File: src/rtl/sensor_minmax_calibrate_normalize_macros.svh
// ----------------------------------------------------------------------------
// Assertion macros for the sensor min/max calibrate and normalize block
// Concurrent checks clocked on aclk, disabled while aresetn is low.
// ----------------------------------------------------------------------------
`ifndef SENSOR_MINMAX_CALIBRATE_NORMALIZE_MACROS_SVH
`define SENSOR_MINMAX_CALIBRATE_NORMALIZE_MACROS_SVH

// Same-cycle implication.
`define SMCN_ASSERT_IMP(lbl, ante, cons) \
    lbl: assert property (@(posedge aclk) disable iff (!aresetn) (ante) |-> (cons)) \
        else $error("smcn assertion failed");

// Next-cycle implication.
`define SMCN_ASSERT_NXT(lbl, ante, cons) \
    lbl: assert property (@(posedge aclk) disable iff (!aresetn) (ante) |=> (cons)) \
        else $error("smcn assertion failed");

`endif

File: src/rtl/smcn_pkg.sv
// ----------------------------------------------------------------------------
// smcn_pkg
// Shared constants, mode codes and controller/datapath interface types.
// ----------------------------------------------------------------------------
package smcn_pkg;

    localparam int DEF_CHANNELS  = 8;
    localparam int DEF_BATCH_LEN = 10;

    localparam int MODE_W   = 2;
    localparam int CH_W     = 3;
    localparam int SAMPLE_W = 12;
    localparam int LEVEL_W  = 10;
    localparam int CNT_W    = 4;
    localparam int QUO_W    = 10;
    localparam int PROD_W   = SAMPLE_W + QUO_W;

    localparam int S_TDATA_W = 16;
    localparam int M_TDATA_W = 16;

    localparam int unsigned FULL_SCALE     = 1000;
    localparam int unsigned INIT_MIN_RESET = 2500;

    localparam logic [MODE_W-1:0] MODE_NORMALIZE = 2'd0;
    localparam logic [MODE_W-1:0] MODE_CALIBRATE = 2'd1;
    localparam logic [MODE_W-1:0] MODE_CLEAR     = 2'd2;

    typedef struct packed {
        logic capture;   // latch the accepted transaction
        logic prep;      // read calibration, load divider
        logic div_step;  // retire one quotient bit
        logic update;    // apply calibrate or clear
        logic load_out;  // move result into output register
    } cmd_t;

    typedef struct packed {
        logic is_norm;   // normalize on a valid channel
        logic out_free;  // output register can take a result
    } sts_t;

endpackage

File: src/rtl/sensor_minmax_calibrate_normalize.sv
// ----------------------------------------------------------------------------
// sensor_minmax_calibrate_normalize
// Min/max calibration and 0..1000 normalization of reflectance channels.
// ----------------------------------------------------------------------------
// Every accepted transaction yields one result. Calibrate and clear
// transactions pass through the decode and finish states from acceptance
// to the next ready; normalize transactions also run the restoring
// divider, which retires one quotient bit per cycle over 10 steps between
// decode and finish. A result held in the output register does not
// block the next transaction unless a second result is ready before the
// first is taken. A new initial_minimum applies at the next clear.
`include "sensor_minmax_calibrate_normalize_macros.svh"

module sensor_minmax_calibrate_normalize #(
    parameter int CHANNELS  = smcn_pkg::DEF_CHANNELS,
    parameter int BATCH_LEN = smcn_pkg::DEF_BATCH_LEN
) (
    input  logic                           aclk,
    input  logic                           aresetn,
    input  logic                           cfg_wen,
    input  logic [smcn_pkg::SAMPLE_W-1:0]  cfg_wdata,   // initial_minimum
    input  logic                           s_tvalid,
    output logic                           s_tready,
    input  logic [smcn_pkg::S_TDATA_W-1:0] s_tdata,     // channel[2:0], sample[14:3]
    input  logic [smcn_pkg::MODE_W-1:0]    s_tuser,     // mode[1:0]
    output logic                           m_tvalid,
    input  logic                           m_tready,
    output logic [smcn_pkg::M_TDATA_W-1:0] m_tdata,     // out_channel[2:0], level[12:3]
    output logic                           m_tuser      // level_valid
);
    import smcn_pkg::*;

    cmd_t cmd;
    sts_t sts;

    smcn_ctrl u_ctrl (
        .aclk     (aclk),
        .aresetn  (aresetn),
        .s_tvalid (s_tvalid),
        .s_tready (s_tready),
        .sts      (sts),
        .cmd      (cmd)
    );

    smcn_dpath #(
        .CHANNELS  (CHANNELS),
        .BATCH_LEN (BATCH_LEN)
    ) u_dpath (
        .aclk      (aclk),
        .aresetn   (aresetn),
        .cfg_wen   (cfg_wen),
        .cfg_wdata (cfg_wdata),
        .s_tdata   (s_tdata),
        .s_tuser   (s_tuser),
        .cmd       (cmd),
        .sts       (sts),
        .m_tready  (m_tready),
        .m_tvalid  (m_tvalid),
        .m_tdata   (m_tdata),
        .m_tuser   (m_tuser)
    );

    `SMCN_ASSERT_NXT(a_one_at_a_time, s_tvalid && s_tready, !s_tready)
    `SMCN_ASSERT_IMP(a_level_range, m_tvalid, m_tdata[12:3] <= LEVEL_W'(FULL_SCALE))
    `SMCN_ASSERT_IMP(a_level_zero_when_invalid, m_tvalid && !m_tuser, m_tdata[12:3] == '0)

endmodule

File: src/rtl/smcn_ctrl.sv
// ----------------------------------------------------------------------------
// smcn_ctrl
// Sequencer: accept, decode, divide (normalize only), then hand the result to the output.
// ----------------------------------------------------------------------------
module smcn_ctrl (
    input  logic          aclk,
    input  logic          aresetn,
    input  logic          s_tvalid,
    output logic          s_tready,
    input  smcn_pkg::sts_t sts,
    output smcn_pkg::cmd_t cmd
);
    import smcn_pkg::*;

    localparam logic [1:0] ST_IDLE   = 2'd0;
    localparam logic [1:0] ST_DECODE = 2'd1;
    localparam logic [1:0] ST_DIV    = 2'd2;
    localparam logic [1:0] ST_FINISH = 2'd3;
    localparam int STEP_W = $clog2(QUO_W);

    logic [1:0]        state_reg, state_next;
    logic [STEP_W-1:0] step_reg, step_next;

    assign s_tready = (state_reg == ST_IDLE);

    always_comb begin
        state_next   = state_reg;
        step_next    = step_reg;
        cmd          = '0;
        cmd.capture  = s_tvalid && s_tready;
        case (state_reg)
            ST_IDLE: begin
                if (s_tvalid) begin
                    state_next = ST_DECODE;
                end
            end
            ST_DECODE: begin
                if (sts.is_norm) begin
                    cmd.prep   = 1'b1;
                    step_next  = '0;
                    state_next = ST_DIV;
                end else begin
                    cmd.update = 1'b1;
                    state_next = ST_FINISH;
                end
            end
            ST_DIV: begin
                cmd.div_step = 1'b1;
                step_next    = step_reg + 1'b1;
                if (step_reg == STEP_W'(QUO_W - 1)) begin
                    state_next = ST_FINISH;
                end
            end
            ST_FINISH: begin
                // hold until the output register drains
                if (sts.out_free) begin
                    cmd.load_out = 1'b1;
                    state_next   = ST_IDLE;
                end
            end
            default: begin
                state_next = ST_IDLE;
            end
        endcase
    end

    always_ff @(posedge aclk) begin
        if (!aresetn) begin
            state_reg <= ST_IDLE;
            step_reg  <= '0;
        end else begin
            state_reg <= state_next;
            step_reg  <= step_next;
        end
    end

endmodule

File: src/rtl/smcn_dpath.sv
// ----------------------------------------------------------------------------
// smcn_dpath
// Per-channel calibration tables, batch tracking, restoring divider and
// output register.
// ----------------------------------------------------------------------------
module smcn_dpath #(
    parameter int CHANNELS  = smcn_pkg::DEF_CHANNELS,
    parameter int BATCH_LEN = smcn_pkg::DEF_BATCH_LEN
) (
    input  logic                             aclk,
    input  logic                             aresetn,
    input  logic                             cfg_wen,
    input  logic [smcn_pkg::SAMPLE_W-1:0]    cfg_wdata,
    input  logic [smcn_pkg::S_TDATA_W-1:0]   s_tdata,
    input  logic [smcn_pkg::MODE_W-1:0]      s_tuser,
    input  smcn_pkg::cmd_t                   cmd,
    output smcn_pkg::sts_t                   sts,
    input  logic                             m_tready,
    output logic                             m_tvalid,
    output logic [smcn_pkg::M_TDATA_W-1:0]   m_tdata,
    output logic                             m_tuser
);
    import smcn_pkg::*;

    localparam int IDX_W = (CHANNELS > 1) ? $clog2(CHANNELS) : 1;

    logic [SAMPLE_W-1:0] init_min_reg;
    logic [MODE_W-1:0]   mode_reg;
    logic [CH_W-1:0]     ch_reg;
    logic [SAMPLE_W-1:0] sample_reg;

    logic [SAMPLE_W-1:0] cal_low_reg    [CHANNELS];
    logic [SAMPLE_W-1:0] cal_high_reg   [CHANNELS];
    logic [SAMPLE_W-1:0] batch_low_reg  [CHANNELS];
    logic [SAMPLE_W-1:0] batch_high_reg [CHANNELS];
    logic [CNT_W-1:0]    batch_cnt_reg  [CHANNELS];

    logic                zero_reg, full_reg;
    logic [SAMPLE_W-1:0] den_reg, rem_reg, rem_next;
    logic [QUO_W-1:0]    num_reg, quo_reg;

    logic                out_valid_reg, out_lvalid_reg;
    logic [CH_W-1:0]     out_ch_reg;
    logic [LEVEL_W-1:0]  out_level_reg, level_sel;

    logic                ch_ok, is_norm, is_cal, is_clear;
    logic [IDX_W-1:0]    idx;
    logic [SAMPLE_W-1:0] cur_low, cur_high, b_low, b_high;
    logic [SAMPLE_W-1:0] new_blow, new_bhigh, diff, span;
    logic [CNT_W-1:0]    b_cnt, cnt_inc;
    logic                batch_done;
    logic [PROD_W-1:0]   product;
    logic [SAMPLE_W:0]   trial;
    logic                ge;

    always_ff @(posedge aclk) begin
        if (!aresetn) begin
            init_min_reg <= SAMPLE_W'(INIT_MIN_RESET);
        end else if (cfg_wen) begin
            init_min_reg <= cfg_wdata;
        end
    end

    always_ff @(posedge aclk) begin
        if (cmd.capture) begin
            mode_reg   <= s_tuser;
            ch_reg     <= s_tdata[CH_W-1:0];
            sample_reg <= s_tdata[CH_W +: SAMPLE_W];
        end
    end

    assign ch_ok    = int'(ch_reg) < CHANNELS;
    assign is_norm  = (mode_reg == MODE_NORMALIZE) && ch_ok;
    assign is_cal   = (mode_reg == MODE_CALIBRATE) && ch_ok;
    assign is_clear = (mode_reg == MODE_CLEAR);
    assign idx      = IDX_W'(ch_reg);

    assign cur_low  = cal_low_reg[idx];
    assign cur_high = cal_high_reg[idx];
    assign b_low    = batch_low_reg[idx];
    assign b_high   = batch_high_reg[idx];
    assign b_cnt    = batch_cnt_reg[idx];

    // first sample of a batch seeds both extremes
    assign new_blow   = (b_cnt == '0 || sample_reg < b_low)  ? sample_reg : b_low;
    assign new_bhigh  = (b_cnt == '0 || sample_reg > b_high) ? sample_reg : b_high;
    assign cnt_inc    = b_cnt + 1'b1;
    assign batch_done = cnt_inc >= CNT_W'(BATCH_LEN);

    always_ff @(posedge aclk) begin
        if (!aresetn) begin
            for (int c = 0; c < CHANNELS; c++) begin
                cal_low_reg[c]   <= SAMPLE_W'(INIT_MIN_RESET);
                cal_high_reg[c]  <= '0;
                batch_cnt_reg[c] <= '0;
            end
        end else if (cmd.update && is_clear) begin
            for (int c = 0; c < CHANNELS; c++) begin
                cal_low_reg[c]   <= init_min_reg;
                cal_high_reg[c]  <= '0;
                batch_cnt_reg[c] <= '0;
            end
        end else if (cmd.update && is_cal) begin
            if (batch_done) begin
                batch_cnt_reg[idx] <= '0;
                if (new_blow > cur_high) begin
                    cal_high_reg[idx] <= new_blow;
                end
                if (new_bhigh < cur_low) begin
                    cal_low_reg[idx] <= new_bhigh;
                end
            end else begin
                batch_cnt_reg[idx] <= cnt_inc;
            end
        end
    end

    always_ff @(posedge aclk) begin
        if (cmd.update && is_cal) begin
            batch_low_reg[idx]  <= new_blow;
            batch_high_reg[idx] <= new_bhigh;
        end
    end

    // Quotient is below 1024 whenever the sample lies inside the span, so
    // the upper product bits already sit below the divisor.
    assign diff    = sample_reg - cur_low;
    assign span    = cur_high - cur_low;
    assign product = PROD_W'(diff) * PROD_W'(FULL_SCALE);

    assign trial    = {rem_reg, num_reg[QUO_W-1]};
    assign ge       = trial >= {1'b0, den_reg};
    assign rem_next = ge ? SAMPLE_W'(trial - {1'b0, den_reg}) : trial[SAMPLE_W-1:0];

    always_ff @(posedge aclk) begin
        if (cmd.prep) begin
            zero_reg <= (cur_high <= cur_low) || (sample_reg <= cur_low);
            full_reg <= sample_reg >= cur_high;
            den_reg  <= span;
            rem_reg  <= product[PROD_W-1:QUO_W];
            num_reg  <= product[QUO_W-1:0];
            quo_reg  <= '0;
        end else if (cmd.div_step) begin
            rem_reg  <= rem_next;
            num_reg  <= {num_reg[QUO_W-2:0], 1'b0};
            quo_reg  <= {quo_reg[QUO_W-2:0], ge};
        end
    end

    always_comb begin
        if (!is_norm || zero_reg) begin
            level_sel = '0;
        end else if (full_reg) begin
            level_sel = LEVEL_W'(FULL_SCALE);
        end else begin
            level_sel = quo_reg;
        end
    end

    always_ff @(posedge aclk) begin
        if (!aresetn) begin
            out_valid_reg <= 1'b0;
        end else if (cmd.load_out) begin
            out_valid_reg <= 1'b1;
        end else if (m_tready) begin
            out_valid_reg <= 1'b0;
        end
    end

    always_ff @(posedge aclk) begin
        if (cmd.load_out) begin
            out_ch_reg     <= ch_reg;
            out_level_reg  <= level_sel;
            out_lvalid_reg <= is_norm;
        end
    end

    assign sts.is_norm  = is_norm;
    assign sts.out_free = !out_valid_reg || m_tready;

    assign m_tvalid = out_valid_reg;
    assign m_tdata  = M_TDATA_W'({out_level_reg, out_ch_reg});
    assign m_tuser  = out_lvalid_reg;

endmodule
File: config.mk
export PLATFORM = sky130hd
export DESIGN_NAME = sensor_minmax_calibrate_normalize
export DESIGN_NICKNAME = d
export VERILOG_FILES = /design/src/rtl/smcn_pkg.sv /design/src/rtl/sensor_minmax_calibrate_normalize.sv /design/src/rtl/smcn_ctrl.sv /design/src/rtl/smcn_dpath.sv
export VERILOG_INCLUDE_DIRS = /design/src /design/src/rtl
export SDC_FILE = /design/constraint.sdc
export NUM_CORES = 1
export LEC_CHECK = 0
export ABC_AREA = 1
export BUFFER_PORTS_ARGS = -buffer_cell sky130_fd_sc_hd__buf_2
export CAP_MARGIN = 10
export CORE_MARGIN = 2
export CORE_UTILIZATION = 64
export CTS_CLUSTER_SIZE = 30
export DETAILED_ROUTE_END_ITERATION = 12
export PLACE_DENSITY = 0.9
export SYNTH_ARGS = -nofsm -noshare
export SYNTH_HDL_FRONTEND = slang
export SYNTH_HIERARCHICAL = 1
export SYNTH_SLANG_ARGS = --single-unit
File: constraint.sdc
create_clock -name aclk -period 9.4 [get_ports aclk]
set_clock_uncertainty 0.15 [all_clocks]
set_input_delay 1.41 -clock aclk [delete_from_list [all_inputs] [get_ports aclk]]
set_output_delay 1.41 -clock aclk [all_outputs]
set_load 0.02 [all_outputs]
==> run metrics, run 1 <==
Routed WL per cell 22.0 µm; 1st-iter DRT viols 3348; Vias/cell 6.51; Distinct cells, synth 55; Top cell by count, worst path nand2_1; Seq/Total Area, Yosys 55.0%; Max Root-Sink Buffers 3; vias in the first global route 21.9k; Yosys reg bits 512; measured slew at the worst slew-check pin 1.23 ns; final hold violations 0; outcome complete, no violations; crit start category register; Worst path max stage delay 0.91 ns; Pins Over Slew Limit 0; Root Buffer clkbuf_16; crit path DAT 8.36 ns; slowest stage cell, crit path o21ai_2; Worst-Skew Late Latency 0.62 ns; Remaining DRCs 0; Chip Width 211 µm; routed via count 22.0k; Post-Synthesis Cell Area 0.0274 mm²; die area 0.0444 mm²; Setup CP Type reg -> reg; synthesized area per cell 9.82 µm²; Worst Path Max Fanout 73; total core area 0.0420 mm²; Max-slew headroom 16.9%; buffers added on ports 49; total wire length 74400 µm; remaining global-route overflow 0; IO Pins 54; R2R setup slack 1.12 ns; CTS resizes 0; layout cells sized above 1 8.45%; Critical Path End Type register; TritonCTS Sinks 512; Initial DRT Pass Iterations 7; RSZ-0062 raised after global routing no; Final period util 88.1%; Post-synth EDFFs 480; # hold bufs at CTS 0; Layout Nets 3009; # setup viols final 0; row cnt 75; top-count cell post-synth edfxtp_1; Reg clk slew, reported paths 0.06 ns; Highest Clock Rate 121 MHz; Hold Crit Class reg -> reg; GPL Wtd Cong 0.921; post-synth top area share 52.7%; antenna violations before repair 1; total track usage 33.9%; H-tree depth 2; Max-Cap Viols 0; Syn. warnings 6; Initial Utilization 65.1%; most frequent cells after synthesis edfxtp_1, nand2_1, nor2_1; Post-CTS Setup Bufs 0; first-pass GRT wire length 116000 µm; number of CTS-inserted buffers 51; Synth Instances 2788; DP Wirelength 47500 µm; crit path time final 8.28 ns; die height 211 µm; Routed Antenna Nets 0; final setup TNS 0 ns; Area Growth Syn to Fin 8.42%; Post-synth ARST share 0%; area leader, netlist edfxtp_1; TritonCTS clock tree built; main flop type after synthesis edfxtp_1; top cells by area, synth edfxtp_1, ha_1, nand2_1, nor2_1, o21ai_0; largest net degree at the start of global routing 101; Worst EP required 9.48 ns
==> path summary, 6_finish.rpt <==
| kind | startpoint | end | depth (start not counted) |
|---|---|---|---|
| min reg2reg | u_dpath/quo_reg[9] | u_dpath/quo_reg[9] | 2 |
| max | register | u_dpath/cal_low_reg[5][2] | 25 |
| max reg2reg | register | u_dpath/cal_low_reg[5][2] | 25 |
| min | u_dpath/quo_reg[9] | u_dpath/quo_reg[9] | 2 |
==> metal layers <==
| metal | track usage, % | part of all wire, % | up-vias |
|---|---|---|---|
| met1 | 42.0 | 34 | 10200 |
| li1 | - | - | 9724 |
| met2 | 55.0 | 46 | 1716 |
| met4 | 19.0 | 6.8 | 2 |
| met5 | 0 | 0.017 | - |
| met3 | 8.22 | 14 | 411 |
==> layout by cell type, fill, tap and decap left out, drive strengths merged, types with 4 or more instances in the layout <==
master / count
nand4: 105
o211ai: 4
a21o: 6
o22ai: 84
clkbuf: 60
nor3: 24
clkinv: 24
a21oi: 91
o21bai: 5
xor2: 34
nor2: 410
fa: 32
bufinv: 5
ha: 144
buf: 96
inv: 268
or2: 6
nand2: 469
clkinvlp: 4
edfxtp: 480
xnor2: 14
o221ai: 22
o21ai: 330
nand3: 54
dfxtp: 32
==> final cells by class <==
| type | count | area, µm² |
|---|---|---|
| Timing Repair Buffer | 96 | 598 |
| Clock inverter | 34 | 317 |
| Inverter | 267 | 1000 |
| Multi-Input combinational cell | 1870 | 10700 |
| Antenna cell | 2 | 5.00 |
| Clock buffer | 60 | 1330 |
| Tap cell | 539 | 674 |
| Fill cell | 2793 | 12400 |
| Sequential cell | 512 | 15100 |
==> through the flow <==
step | util, % | area, µm² | hold WS [ns] | instances | worst slack (ns)
finish | 70.6 | 29700 | 0.348 | 3380 | 1.12
global placement | 66.7 | 28000 | 0.312 | 3284 | 1.72
CTS | 70.6 | 29700 | 0.351 | 3378 | 1.41
global route | 70.6 | 29700 | 0.381 | 3378 | 0.727
floorplan | - | 27400 | 0.299 | 2790 | 2.43
detailed placement | 66.7 | 28000 | 0.334 | 3284 | 1.58
==> critical path: cells and delay by family (launching register included) <==
kind                       cells  cell delay (ns)
AOI/OAI and AO/OA              6             2.03
adders and majority gates      2             0.70
buffers and inverters          7             2.12
DFF                            1             0.46
and+or+nand+nor               10             2.30
==> cell families (layout without fill, tap and decap cells) <==
logic type | Yosys count | count (layout) | synth area share [%]
and+or+nand+nor | 1078 | 1078 | 16.7
AOI/OAI and AO/OA | 565 | 565 | 11.6
DFF | 512 | 512 | 55.0
buffers and inverters | 408 | 457 | 6.26
adders and majority gates | 176 | 176 | 8.92
xor gates and xnor gates | 48 | 48 | 1.56
other | 1 | 5 | 0.0137
Power of run 1 is not shown: default switching activity piles up to over one toggle a cycle in this logic, so the estimate is an artifact.
==> run 2: changes to the inputs <==
--- a/config.mk
+++ b/config.mk
@@ -10,10 +10,10 @@
 export BUFFER_PORTS_ARGS = -buffer_cell sky130_fd_sc_hd__buf_2
 export CAP_MARGIN = 10
 export CORE_MARGIN = 2
-export CORE_UTILIZATION = 64
+export CORE_UTILIZATION = 50
 export CTS_CLUSTER_SIZE = 30
 export DETAILED_ROUTE_END_ITERATION = 12
-export PLACE_DENSITY = 0.9
+export PLACE_DENSITY = 0.75
 export SYNTH_ARGS = -nofsm -noshare
 export SYNTH_HDL_FRONTEND = slang
 export SYNTH_HIERARCHICAL = 1
==> run metrics, run 2 (synthesis results as in run 1) <==
# hold bufs at CTS 0; Routed WL per cell 20.8 µm; vias in the first global route 20.8k; total track usage 25.9%; highest-count cells in the layout ignoring fill and taps edfxtp_1, nand2_1, nor2_1, o21ai_0, inv_1; outcome complete, no violations; Hold Crit Class reg -> reg; buffers added on ports 49; global-route track usage on met2 42.3%; crit path time final 8.25 ns; Area Growth Syn to Fin 9.84%; H-tree depth 2; routed via count 21.3k; Worst-Skew Late Latency 0.64 ns; die height 238 µm; crit start category register; Worst EP required 9.51 ns; final setup TNS 0 ns; TritonCTS clock tree built; IO Pins 54; remaining global-route overflow 0; Max Root-Sink Buffers 3; GPL Wtd Cong 0.916; total wire length 73900 µm; # setup viols final 0; number of CTS-inserted buffers 53; 1st-iter DRT viols 2703; row cnt 85; Initial DRT Pass Iterations 6; Reg clk slew, reported paths 0.06 ns; TritonCTS Sinks 512; met3 usage 4.85%; Initial Utilization 50.8%; Remaining DRCs 0; CTS resizes 0; met1 usage 33.6%; busiest grt layer met2; Final period util 87.7%; final instance area 0.0301 mm²; crit path DAT 8.36 ns; Pins Over Slew Limit 0; Setup CP Type reg -> reg; Root Buffer clkbuf_16; DP Wirelength 47500 µm; Layout Nets 3022; total core area 0.0539 mm²; Highest Clock Rate 121 MHz; Routed Antenna Nets 0; Max-slew headroom 24.4%; Worst Path Max Fanout 87; Chip Width 238 µm; Post-CTS Setup Bufs 0; Vias/cell 5.99; antenna violations before repair 0; first-pass GRT wire length 114000 µm; RSZ-0062 raised after global routing no; Critical Path End Type register; measured slew at the worst slew-check pin 1.12 ns; Placed Area 0.0283 mm²; Max-Cap Viols 0; commonest non-fill, non-tap cell in the layout edfxtp_1; layout cells sized above 1 8.93%; largest net degree at the start of global routing 90; final hold violations 0; die area 0.0566 mm²
run 2: cell types whose count changed in the layout (fill, tap and decap cells not counted), sizes merged:
cell	delta
clkinvlp	-4
inv	+2
clkinv	-12
clkbuf	+20
bufinv	-1
diode	-1
buf	+11
run 2: path summary, 6_finish.rpt:
kind,from,end,slack (ns),cells past startpoint
min,u_dpath/quo_reg[9],u_dpath/quo_reg[9],0.33,2
max reg2reg,register,u_dpath/cal_low_reg[2][3],1.15,23
min reg2reg,u_dpath/quo_reg[9],u_dpath/quo_reg[9],0.33,2
max,register,u_dpath/cal_low_reg[2][3],1.15,23
run 2: critical path, stage by stage (launching register included):
cell and delay, ns:
dfxtp_4 0.78, buf_4 0.80, buf_4 0.70, o21ai_0 0.19
o22ai_1 0.20, inv_1 0.06, o21ai_0 0.15, inv_1 0.11
ha_1 0.28, nand2_1 0.06, inv_1 0.05, nand2_1 0.06
nor2_1 0.18, nand4_1 0.11, nand2_1 0.10, nand2_1 0.28
buf_4 0.33, o21ai_2 0.71, ha_1 0.39, a21oi_1 0.14
nand2_1 0.13, nand2_2 0.69, nand3_2 0.32, nand2_1 0.74
run 2: area by class of cell:
class                   count  area [µm²]
fillers                  4414       23900
flip-flops and latches    512       15100
multi-input cells        1870       10700
clock buffers              80        1530
inverters                 267        1010
well taps                 696         871
repair buffers            107         681
clock inverters            19         238
diodes                      1        2.50
run 2: metal layers:
metal	wire length (µm)	vias to the layer above
li1	-	9750
met4	3440	0
met5	0	-
met1	28500	10100
met2	34000	1204
met3	7960	256
run 2: stage by stage:
stage                     instances  utilization [%]  setup slack (ns)  hold slack, ns
after floorplan                2790                -              2.43           0.299
after global placement         3452             52.5              1.56           0.312
after detailed placement       3452             52.5              1.39           0.322
after CTS                      3551             55.8              1.37           0.331
after global routing           3551             55.8             0.651           0.372
final                          3552             55.8              1.15           0.326
Power of run 2 is left out for the same reason.
